### src/rtl/dds_pkg.sv
// ---------------------------------------------------------------------------
// dds_pkg
// shared types, codes and table functions of the dds sample generator
// ---------------------------------------------------------------------------
package dds_pkg;

  localparam int SAMPLE_BITS = 8;

  localparam logic [1:0] OP_TICK    = 2'd0;
  localparam logic [1:0] OP_LOAD    = 2'd1;
  localparam logic [1:0] OP_RESTART = 2'd2;
  localparam logic [1:0] OP_UNUSED  = 2'd3;

  localparam logic [1:0] MODE_SINE  = 2'd0;
  localparam logic [1:0] MODE_NOISE = 2'd1;
  localparam logic [1:0] MODE_AM    = 2'd2;
  localparam logic [1:0] MODE_FM    = 2'd3;

  localparam logic [2:0] REG_WAVE_MODE   = 3'd0;
  localparam logic [2:0] REG_CARRIER_INC = 3'd1;
  localparam logic [2:0] REG_MOD_INC     = 3'd2;
  localparam logic [2:0] REG_AM_DEPTH    = 3'd3;
  localparam logic [2:0] REG_AM_SCALE    = 3'd4;
  localparam logic [2:0] REG_FM_DEV      = 3'd5;
  localparam logic [2:0] REG_NOISE_SIGMA = 3'd6;
  localparam logic [2:0] REG_UNUSED      = 3'd7;

  localparam logic [31:0] RNG_SEED  = 32'h9E37_79B9;
  localparam logic [12:0] IH_OFFSET = 13'd1530;
  localparam logic [63:0] HALF_PI_Q30 = 64'd1686629713;
  localparam logic [63:0] ONE_Q30     = 64'd1073741824;

  // commands from the sequencer to the datapath
  typedef struct packed {
    logic build;
    logic load;
    logic restart;
    logic addr;
    logic read;
    logic mul1;
    logic mul2;
    logic fmidx;
    logic fmread;
    logic fin;
  } dds_cmd_t;

  typedef struct packed {
    logic build_done;
    logic is_fm;
  } dds_status_t;

  function automatic logic [31:0] xorshift32(input logic [31:0] x);
    logic [31:0] y;
    y = x ^ (x << 13);
    y = y ^ (y >> 17);
    y = y ^ (y << 5);
    return y;
  endfunction

  function automatic logic [9:0] byte_sum(input logic [31:0] w);
    return 10'(w[7:0]) + 10'(w[15:8]) + 10'(w[23:16]) + 10'(w[31:24]);
  endfunction

  function automatic logic [7:0] clamp_code(input logic signed [15:0] v);
    if (v < 16'sd0) return 8'd0;
    if (v > 16'sd255) return 8'd255;
    return v[7:0];
  endfunction

  function automatic logic [7:0] reverse_code(input logic [7:0] v);
    logic [7:0] r;
    for (int b = 0; b < SAMPLE_BITS; b++) r[SAMPLE_BITS - 1 - b] = v[b];
    return r;
  endfunction

  // sin(2 pi i / depth) in q30, evaluated at elaboration
  function automatic longint sine_q30(input int unsigned I, input int unsigned Depth);
    logic [63:0] t64;
    logic [63:0] r;
    logic [63:0] x;
    logic [63:0] x2;
    logic [63:0] term;
    logic [1:0]  quad;
    longint      s;
    longint      sum;
    t64  = ({32'd0, I} << 32) / Depth;
    quad = t64[31:30];
    r    = {34'd0, t64[29:0]};
    if (quad[0]) r = ONE_Q30 - r;
    if (r == 64'd0) begin
      s = 0;
    end else if (r == ONE_Q30) begin
      s = longint'(ONE_Q30);
    end else begin
      x    = (r * HALF_PI_Q30) >> 30;
      x2   = (x * x) >> 30;
      term = x;
      sum  = longint'(x);
      for (int k = 1; k < 12; k++) begin
        term = ((term * x2) >> 30) / 64'((2 * k) * (2 * k + 1));
        if (k % 2 == 1) sum = sum - longint'(term);
        else sum = sum + longint'(term);
      end
      if (sum < 0) sum = 0;
      if (sum > longint'(ONE_Q30)) sum = longint'(ONE_Q30);
      s = sum;
    end
    return quad[1] ? -s : s;
  endfunction

  function automatic logic [7:0] sine_code_entry(input int unsigned I,
                                                 input int unsigned Depth);
    longint      s;
    logic [63:0] u;
    s = sine_q30(I, Depth);
    u = 64'(longint'(ONE_Q30) + s);
    return 8'((64'd255 * u) >> 31);
  endfunction

  function automatic logic [7:0] signed_sine_entry(input int unsigned I,
                                                   input int unsigned Depth);
    longint s;
    longint mag;
    longint raw;
    s   = sine_q30(I, Depth);
    mag = (s < 0) ? -s : s;
    raw = (127 * mag) >>> 30;
    return 8'((s < 0) ? -raw : raw);
  endfunction

endpackage

### src/rtl/dds_ctrl.sv
// ---------------------------------------------------------------------------
// dds_ctrl
// sequencer: table build sweep, request decode and per-sample steps
// ---------------------------------------------------------------------------
module dds_ctrl (
  input  logic                clk,
  input  logic                rst,
  input  logic                in_valid,
  output logic                in_stall,
  input  logic [1:0]          opcode,
  input  logic                out_free,
  input  dds_pkg::dds_status_t status,
  output dds_pkg::dds_cmd_t   cmd
);

  typedef enum logic [8:0] {
    S_BUILD  = 9'b000000001,
    S_IDLE   = 9'b000000010,
    S_ADDR   = 9'b000000100,
    S_READ   = 9'b000001000,
    S_MUL1   = 9'b000010000,
    S_MUL2   = 9'b000100000,
    S_FMIDX  = 9'b001000000,
    S_FMREAD = 9'b010000000,
    S_FIN    = 9'b100000000
  } state_t;

  state_t state;
  state_t state_next;
  logic   accept;

  assign in_stall = (state != S_IDLE);
  assign accept   = in_valid && (state == S_IDLE);

  always_comb begin
    cmd         = '0;
    cmd.build   = (state == S_BUILD);
    cmd.load    = accept && (opcode == dds_pkg::OP_LOAD);
    cmd.restart = accept && (opcode == dds_pkg::OP_RESTART);
    cmd.addr    = (state == S_ADDR);
    cmd.read    = (state == S_READ);
    cmd.mul1    = (state == S_MUL1);
    cmd.mul2    = (state == S_MUL2);
    cmd.fmidx   = (state == S_FMIDX);
    cmd.fmread  = (state == S_FMREAD);
    cmd.fin     = (state == S_FIN) && out_free;
  end

  always_comb begin
    state_next = state;
    unique case (state)
      S_BUILD:  if (status.build_done) state_next = S_IDLE;
      S_IDLE:   if (accept && opcode == dds_pkg::OP_TICK) state_next = S_ADDR;
      S_ADDR:   state_next = S_READ;
      S_READ:   state_next = S_MUL1;
      S_MUL1:   state_next = S_MUL2;
      S_MUL2:   state_next = status.is_fm ? S_FMIDX : S_FIN;
      S_FMIDX:  state_next = S_FMREAD;
      S_FMREAD: state_next = S_FIN;
      S_FIN:    if (out_free) state_next = S_IDLE;
      default:  state_next = S_IDLE;
    endcase
  end

  always_ff @(posedge clk) begin
    if (rst) state <= S_BUILD;
    else state <= state_next;
  end

endmodule

### config.mk
export PLATFORM = sky130hd
export DESIGN_NAME = dds_ctrl
export DESIGN_NICKNAME = d
export VERILOG_FILES = /design/src/rtl/dds_pkg.sv /design/src/rtl/dds_ctrl.sv
export SDC_FILE = /design/constraint.sdc
export NUM_CORES = 1
export LEC_CHECK = 0
export ABC_AREA = 0
export ABC_CLOCK_PERIOD_IN_PS = 1700
export BUFFER_PORTS_ARGS = -buffer_cell sky130_fd_sc_hd__buf_2
export CORE_UTILIZATION = 42
export CTS_CLUSTER_SIZE = 30
export DETAILED_ROUTE_END_ITERATION = 7
export HOLD_SLACK_MARGIN = 0.05
export PLACE_DENSITY = 0.68
export SLEW_MARGIN = 20
export SYNTH_ARGS = -nofsm -noshare
export SYNTH_HDL_FRONTEND = slang
export SYNTH_SLANG_ARGS = --single-unit
export TNS_END_PERCENT = 1
### constraint.sdc
create_clock -name clk -period 1.7 [get_ports clk]
set_input_delay 0.17 -clock clk [delete_from_list [all_inputs] [get_ports clk]]
set_output_delay 0.17 -clock clk [all_outputs]
set_load 0.02 [all_outputs]
==> results of run 1 <==
cell type report:
cell class	count	share of cell area (%)
repair buffers	27	19.9
inverters	5	2.13
well taps	14	1.99
clock buffers	4	2.99
flip-flops and latches	9	20.8
multi-input cells	53	52.2
power breakdown:
group	switching, mW	internal [mW]	total [mW]
Combinational	0.0566	0.0434	0.100
Sequential	0.00560	0.215	0.221
Clock	0.0733	0.0904	0.164
cells in the mapped netlist (2+ instances only):
library cell and number:
dfxtp_1 9, nor4b_2 2, nor4b_1 4, nor3_1 2, nand3_1 2, nor2_1 9
xor2_1 2, nand2b_1 2, a21oi_1 2, nor3b_1 5, or3b_1 2, inv_1 5
nand2_1 5, nor4_1 4, o21ai_0 3
how the worst max path moves through the flow:
stage | cells past startpoint | from | endpoint | slack (ns)
6_report | 5 | state[7]$_SDFFE_PP0P_ | cmd[8] | -0.12
5_1_grt | 5 | state[7]$_SDFFE_PP0P_ | cmd[5] | -0.20
4_1_cts | 5 | state[7]$_SDFFE_PP0P_ | cmd[8] | -0.12
3_5_place_dp | 5 | state[4]$_SDFFE_PP0P_ | cmd[8] | 0.02
3_3_place_gp | 5 | state[4]$_SDFFE_PP0P_ | cmd[8] | 0.09
2_1_floorplan | 3 | state[4]$_SDFFE_PP0P_ | cmd[9] | -0.06
critical path: cells and delay by family, from the launching register on:
kind                   cells  cell delay (ns)
flip-flops                 1             0.33
AND/OR/NAND/NOR            4             0.94
buffers and inverters      1             0.12
routing by layer:
metal	up-vias	wire (um)	track usage, %
met5	-	0	0
met4	0	27	12.9
met1	303	681	28.7
li1	314	-	-
met2	17	848	40.4
met3	5	53	3.47
what timing repair did:
action                     4_1_cts  5_1_grt
pin swaps                        6        0
hold buffers                     0        0
resized for setup               13       10
setup buffers                    3        0
setup endpoints to repair        9        9
metrics by stage:
step                      hold WS, ns  power [mW]  utilization [%]  setup WS (ns)  cells
after CTS                       0.114       0.482             69.1         -0.119    112
final                           0.116       0.485             74.2         -0.122    112
after global placement          0.379       0.308             61.1         0.0903    105
after floorplan                 0.246       0.275                -        -0.0615     68
after detailed placement        0.389       0.311             61.1         0.0201    105
after global routing            0.115       0.509             74.2         -0.199    112
logic make-up (layout without fill, tap and decap cells):
logic type / after synthesis / count (layout) / synth area share, %
AND/OR/NAND/NOR: 41 / 41 / 49.9
flip-flops: 9 / 9 / 31.8
XOR/XNOR: 2 / 2 / 3.09
AO/OA/AOI/OAI: 10 / 10 / 11.3
buffers and inverters: 6 / 36 / 3.97
cell usage in the layout, fill, tap and decap left out, types with 3 or more instances in the layout:
| master | Yosys | layout |
|---|---|---|
| buf_2 | 0 | 14 |
| buf_4 | 0 | 11 |
| nor2_1 | 9 | 7 |
| dfxtp_1 | 9 | 7 |
| inv_1 | 5 | 5 |
| nor3b_1 | 5 | 5 |
| nor4_4 | 1 | 3 |
| nand2_1 | 5 | 3 |
| nor4b_2 | 2 | 3 |
| o21ai_0 | 3 | 3 |
| clkbuf_4 | 0 | 3 |
==> reports/metrics.yaml, run 1 <==
clkSinkCount: 9
drive_above_1_share_pct: 50.0
criticalPathCategory: "flip-flop to output port"
holdPathEnd: "state[2]$_SDFFE_PP0P_"
cpMaxStageDelayCell: "or3b_4"
largest_reg_flops: 9
r2r_slack_ns: 0.14
drv_slew: 0
area_growth_pct: 55.2
reg_top3: "state: 9 flops"
tns_ns: -0.527
p_leak_nw: 0.373
die_h_um: 38.7
syn_area_um2: 567
start_util_pct: 47.8
num_rows: 12
layout.nets: 107
p_per_area_nw_per_um2: 551
maxCapViolCount: 0
ctsRootBufferMaster: "clkbuf_4"
dieArea_um2: 1500
peakVddDrop_uv: 349
cp_slowest_stage_delay_ns: 0.41
final-hold-violation-count: 0
ff_latch_area_um2: 183
drc: 0
tightest_slew_ns: 0.313
worstPathRequired_ns: 1.53
min_path_cells: 2
fin_worst_skew_ns: 0.00278
place.gp.congestion: 0.715
ys_ff_latch: 9
post-dp-hpwl_um: 1080
max-slew-margin-rel_pct: 78.9
insertion_delay_ns: 0.26
cts_tree: "yes"
rr_worst_depth: 6
final.fill_count: 92
worstPathMaxFanout: 2
synth_nets: 76
grt_remaining_overflow: 0
synth_top_area_share_pct: 31.8
cts_buffers: 3
synth_area_leaders: "dfxtp_1 32%, nor3b_1 6.6%, nor4b_1 6.2%"
synth_cell_types: 25
fin_ws_ns: -0.122
yosys_warnings: 0
htreeDepth: 1
worstSetupStartpointType: "flip-flop"
drtIter0Drc: 13
io_pins: 19
postSynthCellCount: 68
grt_max_degree: 12
antennaDiodeCount: 0
cp-end-kind: "output port"
async_reset_ff_share_pct: 0
yosysTopAreaCell: "dfxtp_1"
drt-vias-per-instance: 5.71
ys.flop_type: "dfxtp_1"
die_width_um: 38.7
timing.rr.end: "state[4]$_SDFFE_PP0P_"
rsz0062_at_grt: "yes"
synth_edf_count: 0
hp-class: "input pin to flip-flop"
outcome: "complete, but fails checks"
rr_startpoint: "state[7]$_SDFFE_PP0P_"
routed_wl_um: 1610
clk_pin_slew_ns: 0.06
syn_area_per_cell_um2: 8.34
cp_cell_sequence: "nor4_4 -> nand4_2 -> or3b_4 -> nor2_4 -> buf_6"
grt_pass1_vias: 558
coreArea_um2: 1190
fin_area_um2: 880
violations: "setup timing"
timing.fmax_mhz: 549
clock_path_buffers: 2
multi_input_area_um2: 459
min-delay-start: "opcode[0]"
fin_crit_ns: 1.82
wl_per_cell_um: 14.4
via_count: 639
ys_seq_area_share_pct: 31.8
ant_nets: 0
grt_pass1_wl_um: 2400
grt.total_usage_pct: 23.9
critical_path_arrival_ns: 1.65
place_area_um2: 724
top_register: "state"
finalCritPeriodShare_pct: 107
antenna_found_initial: 0
dr.pass1.iters: 4
portBuffers: 18
finalSetupViolCount: 6
No activity file was read; power rests on OpenSTA's default activity.
==> run 2, diff against run 1 <==
--- a/config.mk
+++ b/config.mk
@@ -13,6 +13,7 @@
 export DETAILED_ROUTE_END_ITERATION = 7
 export HOLD_SLACK_MARGIN = 0.05
 export PLACE_DENSITY = 0.68
+export SETUP_SLACK_MARGIN = 0.4
 export SLEW_MARGIN = 20
 export SYNTH_ARGS = -nofsm -noshare
 export SYNTH_HDL_FRONTEND = slang
==> run 2 against run 1 <==
  * The flow still finishes with violations (setup timing)
  * Sequential power about the same
  * Largest cell class unchanged
  * Clock-buffer cell count stayed put
  * Sequential share of layout area decreased by 0.87 points
  * Largest power group unchanged
  * Register-to-register slack worse by 0.07 ns
  * Critical endpoint unchanged
  * Combinational power increased by 13%
  * Cell count up 1.8%
  * Maximum frequency decreased by 2.9%
  * Sequential cell count unchanged
  * Cell area up 7.3%
==> reports/metrics.yaml, run 2 (synthesized netlist as in run 1, its figures left out) <==
p_int_mw: 0.359  # +2.8%
r2r_slack_ns: 0.07  # -0.07 ns
clkPwrFrac_pct: 32.5  # -1.3 points
max-slew-margin-rel_pct: 78.6  # -0.28 points
hold_slack_ns: 0.117  # +0.00126 ns
drtIter0Drc: 4  # -9
wl_met2_um: 826  # -2.6%
place_inst: 108  # +2.9%
layoutNonFillerInstCount: 114  # +1.8%
grt_remaining_overflow: 0  # unchanged
layout.nets: 109  # +1.9%
drv_slew: 0  # unchanged
worstPathRequired_ns: 1.53  # about the same
fin_area_um2: 943  # +7.3%
critPathBufInv: 1  # unchanged
timing.fmax_mhz: 533  # -2.9%
power_frac_comb_pct: 22.8  # +2.2 points
outcome: "complete, but fails checks"
cpMaxStageDelayCell: "or3b_4"
timing.rr.end: "state[2]$_SDFFE_PP0P_"
ant_nets: 0  # unchanged
dp_slack_ns: 0.0608  # +0.0407 ns
fin_worst_skew_ns: 0.000245  # -0.00253 ns
final-hold-violation-count: 0  # unchanged
critical_path_arrival_ns: 1.71  # +0.06 ns
criticalPathCategory: "flip-flop to output port"
layout_common_cells: "12 x buf_2, 11 x buf_4, 8 x nor2_1, 6 x buf_6, 6 x dfxtp_2"
cp-end-kind: "output port"
place_area_um2: 785  # +8.3%
grt_max_degree: 8  # -4
grt_pass1_vias: 616  # +10%
top_layer_used: "met4"
finalSetupViolCount: 6  # unchanged
io_pins: 19  # unchanged
antennaDiodeCount: 0  # unchanged
die_width_um: 38.7  # unchanged
drt-vias-per-instance: 5.63  # -1.3%
drive_above_1_share_pct: 58.0  # +8.0 points
swShare_pct: 27.4  # -0.58 points
worstPathMaxFanout: 3  # +1
portBuffers: 18  # unchanged
post-dp-hpwl_um: 1050  # -2.5%
cp_top_family: "simple AND/OR/NAND/NOR gates"
finalCritPeriodShare_pct: 110  # +3.2 points
via_count: 642  # +0.47%
min_path_cells: 2  # unchanged
drc: 0  # unchanged
clkSinkCount: 9  # unchanged
final_core_util_pct: 79.5  # +5.4 points
power.net_switching_mw: 0.135  # -0.16%
reg_top3: "state: 9 flops"
tns_ns: -0.495  # +0.0323 ns
num_rows: 12  # unchanged
cts_tree: "yes"
clk_pin_slew_ns: 0.06  # about the same
cp_slowest_stage_delay_ns: 0.43  # +0.02 ns
rr_worst_depth: 5  # -1
cts-hold-fix-buffers: 0  # unchanged
met3_length_um: 49  # -7.5%
holdPathEnd: "state[2]$_SDFFE_PP0P_"
ctsRootBufferMaster: "clkbuf_4"
p_per_area_nw_per_um2: 524  # -4.9%
peakVddDrop_uv: 279  # -20%
grt.total_usage_pct: 23.7  # -0.26 points
fin_crit_ns: 1.88  # +0.0546 ns
top_register: "state"
drt-met1-wl_um: 608  # -11%
rr_startpoint: "state[7]$_SDFFE_PP0P_"
place.gp.congestion: 0.684  # -4.4%
grt_pass1_wl_um: 2400  # unchanged
maxCapViolCount: 0  # unchanged
antenna_found_initial: 0  # unchanged
final_common_cell: "buf_2"
wl_per_cell_um: 13.2  # -8.2%
power_mw: 0.494  # +2.0%
dieArea_um2: 1500  # unchanged
start_util_pct: 47.8  # unchanged
cts_buffers: 3  # unchanged
coreArea_um2: 1190  # unchanged
hp-class: "input pin to flip-flop"
fin_ws_ns: -0.176  # -0.0546 ns
routed_wl_um: 1500  # -6.6%
p_leak_nw: 0.388  # +4.1%
tightest_slew_ns: 0.318  # +0.00514 ns
seqPwrFrac_pct: 44.7  # -0.9 points
insertion_delay_ns: 0.25  # about the same
htreeDepth: 1  # unchanged
clock_path_buffers: 2  # unchanged
violations: "setup timing"
cp_cell_sequence: "nor4_4 -> nand4_4 -> or3b_4 -> nor2_4 -> buf_6"
largest_reg_flops: 9  # unchanged
worstSetupStartpointType: "flip-flop"
dr.pass1.iters: 4  # unchanged
die_h_um: 38.7  # unchanged
area_growth_pct: 66.4
min-delay-start: "opcode[0]"
rsz0062_at_grt: "yes"
## run 2: cell count changes in the layout (fill, tap and decap cells not counted), sizes merged
| cell | before | now |
|---|---|---|
| buf | 27 | 29 |
## run 2: layout make-up
| cell class | count | area [um2] |
|---|---|---|
| clock buffer | 4 | 26.3 |
| fill | 85 | 243 |
| inverter | 5 | 18.8 |
| multi-input combinational | 53 | 483 |
| sequential | 9 | 188 |
| tap | 14 | 17.5 |
| timing repair buffer | 29 | 210 |
## run 2: worst max-delay path by stage
stage                               start     end  slack, ns  cells past startpoint
floorplan           state[7]$_SDFFE_PP0P_  cmd[8]       0.05                      4
global placement    state[7]$_SDFFE_PP0P_  cmd[8]       0.08                      5
detailed placement  state[7]$_SDFFE_PP0P_  cmd[8]       0.06                      5
CTS                 state[6]$_SDFFE_PP0P_  cmd[8]      -0.18                      5
global route        state[7]$_SDFFE_PP0P_  cmd[8]      -0.25                      5
finish              state[7]$_SDFFE_PP0P_  cmd[8]      -0.18                      5
## run 2: power by group through the flow
stage	sequential [mW]	clock, mW	combinational (mW)
after floorplan	0.225	0	0.0581
after global placement	0.225	0	0.102
after detailed placement	0.225	0	0.103
after CTS	0.220	0.166	0.109
after global routing	0.221	0.176	0.123
final	0.221	0.160	0.113
## run 2: repair_timing
action | CTS | global route
pin swaps | 6 | 9
cloned | 0 | 0
gates resized for setup | 21 | 10
endpoints found under the setup margin | 19 | 20
buffers inserted | 1 | 1
## run 2: routing by layer
| metal | GRT usage, % | up-vias |
|---|---|---|
| li1 | - | 321 |
| met1 | 25.1 | 302 |
| met2 | 43.3 | 17 |
| met3 | 4.05 | 2 |
| met4 | 12.9 | 0 |
| met5 | 0 | - |
==> run 3, diff against run 2 <==
--- a/config.mk
+++ b/config.mk
@@ -14,6 +14,7 @@
 export HOLD_SLACK_MARGIN = 0.05
 export PLACE_DENSITY = 0.68
 export SETUP_SLACK_MARGIN = 0.4
+export SKIP_LAST_GASP = 1
 export SLEW_MARGIN = 20
 export SYNTH_ARGS = -nofsm -noshare
 export SYNTH_HDL_FRONTEND = slang
==> constraint.sdc (replaced) <==
create_clock -name clk -period 1.7 [get_ports clk]
set_input_delay 0 -clock clk [delete_from_list [all_inputs] [get_ports clk]]
set_output_delay 0 -clock clk [all_outputs]
set_load 0.02 [all_outputs]
==> run 3 against run 2 <==
  * The run still ends with setup timing left
  * Cell count decreased by 2.6%
  * Sequential power about the same
  * Die area unchanged
  * Cell area shrank 13%
  * Combinational power decreased by 12%
  * Routed wire length fell by 4.1%
  * Non-clock buffer count fell by 3
==> reports/metrics.yaml, run 3 (synthesized netlist as in run 1, its figures left out) <==
r2r_slack_ns: 0.18  # +0.11 ns
worstPathMaxFanout: 3  # unchanged
cp-end-kind: "output port"
multi_input_area_um2: 410  # -15%
layout.nets: 106  # -2.8%
maxCapViolCount: 0  # unchanged
coreArea_um2: 1190  # unchanged
clkSinkCount: 9  # unchanged
drc: 0  # unchanged
routed_wl_um: 1440  # -4.1%
place.gp.congestion: 0.842  # +23%
hold_slack_ns: 0.104  # -0.0139 ns
peakVddDrop_uv: 419  # +50%
p_int_mw: 0.350  # -2.6%
timing.fmax_mhz: 579  # +8.7%
num_rows: 12  # unchanged
p_leak_nw: 0.362  # -6.7%
grt_pass1_wl_um: 2340  # -2.6%
ff_latch_area_um2: 185  # -1.3%
insertion_delay_ns: 0.27  # +0.02 ns
io_pins: 19  # unchanged
grt_max_degree: 12  # +4
timing.rr.end: "state[6]$_SDFFE_PP0P_"
rr_worst_depth: 4  # -1
start_util_pct: 47.8  # unchanged
violations: "setup timing"
layout_common_cells: "17 x buf_2, 7 x nor2_1, 7 x dfxtp_1"
setup.worst_path.start: "state[7]$_SDFFE_PP0P_"
clk_pin_slew_ns: 0.07  # about the same
fin_ws_ns: -0.0265  # +0.150 ns
drt-vias-per-instance: 5.65  # +0.30%
final-hold-violation-count: 0  # unchanged
finalSetupViolCount: 1  # -5
power.net_switching_mw: 0.139  # +2.8%
wl_per_cell_um: 13.0  # -1.5%
critical_path_arrival_ns: 1.73  # +0.02 ns
ant_nets: 0  # unchanged
drtIter0Drc: 21  # +17
hp-class: "input pin to flip-flop"
seqPwrFrac_pct: 44.7  # about the same
power_mw: 0.489  # -1.1%
max-slew-margin-rel_pct: 69.3  # -9.3 points
final_common_cell: "buf_2"
ctsRootBufferMaster: "clkbuf_4"
power_frac_comb_pct: 20.5  # -2.3 points
die_width_um: 38.7  # unchanged
swShare_pct: 28.4  # +1.1 points
grt.total_usage_pct: 23.3  # -0.39 points
antenna_found_initial: 0  # unchanged
cts_tree: "yes"
via_count: 627  # -2.3%
htreeDepth: 1  # unchanged
drv_slew: 0  # unchanged
rr_startpoint: "state[7]$_SDFFE_PP0P_"
rsz0062_at_grt: "yes"
clock_path_buffers: 2  # unchanged
final_core_util_pct: 69.2  # -10 points
grt_remaining_overflow: 0  # unchanged
top_register: "state"
cts_buffers: 3  # unchanged
tns_ns: -0.0265  # +0.468 ns
worstSetupStartpointType: "flip-flop"
post-dp-hpwl_um: 1050  # +0.35%
criticalPathCategory: "flip-flop to output port"
dr.pass1.iters: 5  # +1
p_per_area_nw_per_um2: 595  # +14%
area_growth_pct: 44.8
fin_worst_skew_ns: 0.0117  # +0.0115 ns
outcome: "complete, but fails checks"
final.fill_count: 94  # +11%
largest_reg_flops: 9  # unchanged
portBuffers: 18  # unchanged
tightest_slew_ns: 0.454  # +0.136 ns
fin_crit_ns: 1.73  # -0.150 ns
finalCritPeriodShare_pct: 102  # -8.8 points
grt_pass1_vias: 528  # -14%
worstSetupEndpoint: "cmd[8]"
die_h_um: 38.7  # unchanged
reg_top3: "state: 9 flops"
worstPathRequired_ns: 1.70  # +0.17 ns
clkPwrFrac_pct: 34.7  # +2.2 points
antennaDiodeCount: 0  # unchanged
dp_slack_ns: 0.171  # +0.111 ns
drive_above_1_share_pct: 39.2  # -19 points
dieArea_um2: 1500  # unchanged
-- run 3: worst min-delay path by stage --
| stage | startpoint | to | slack, ns | cells after the start |
|---|---|---|---|---|
| 2_1_floorplan | rst | state[4]$_SDFFE_PP0P_ | 0.08 | 1 |
| 3_3_place_gp | opcode[0] | state[2]$_SDFFE_PP0P_ | 0.21 | 2 |
| 3_5_place_dp | opcode[0] | state[2]$_SDFFE_PP0P_ | 0.21 | 2 |
| 4_1_cts | status[1] | state[0]$_SDFFE_PP1P_ | 0.10 | 3 |
| 5_1_grt | status[1] | state[0]$_SDFFE_PP1P_ | 0.13 | 3 |
| 6_report | status[1] | state[0]$_SDFFE_PP1P_ | 0.10 | 3 |
-- run 3: layout make-up --
cell class | instances | area share [%]
clock buffer | 4 | 3.20
inverter | 5 | 2.29
multi-input combinational | 53 | 50.0
sequential | 9 | 22.6
tap | 14 | 2.13
timing repair buffer | 26 | 19.8
-- run 3: metal layers --
metal  global-route usage (%)  up-vias  part of all wire [%]
li1                         -      313                     -
met1                     31.0      288                    47
met2                     35.4       24                    47
met3                     5.20        2                   5.5
met4                     10.3        0                  0.76
met5                        0        -                     0
-- run 3: through the flow --
stage	std cells	area [um2]
after CTS	111	812
after global placement	101	718
final	111	821
after floorplan	68	599
after detailed placement	101	718
after global routing	111	821
-- run 3: critical path: stages (launching register included) --
cell and delay, ns:
dfxtp_4 0.36, nor4_4 0.33, nand4_2 0.14, or3b_4 0.40
nor2_2 0.09, buf_4 0.14
-- run 3: timing repair --
action                     CTS  global route
buffers inserted             2             0
hold endpoints to repair     6             0
pin swaps                    2             0
cloned                       0             0
hold buffers                 4             0
gates resized for setup      6             1
setup endpoints to repair   19            20
-- run 3: power by group through the flow --
stage / Combinational (mW) / Sequential, mW / Clock (mW)
after floorplan: 0.0551 / 0.224 / 0
after global placement: 0.0876 / 0.224 / 0
after detailed placement: 0.0878 / 0.225 / 0
after CTS: 0.0994 / 0.218 / 0.170
after global routing: 0.109 / 0.219 / 0.184
final: 0.100 / 0.219 / 0.170
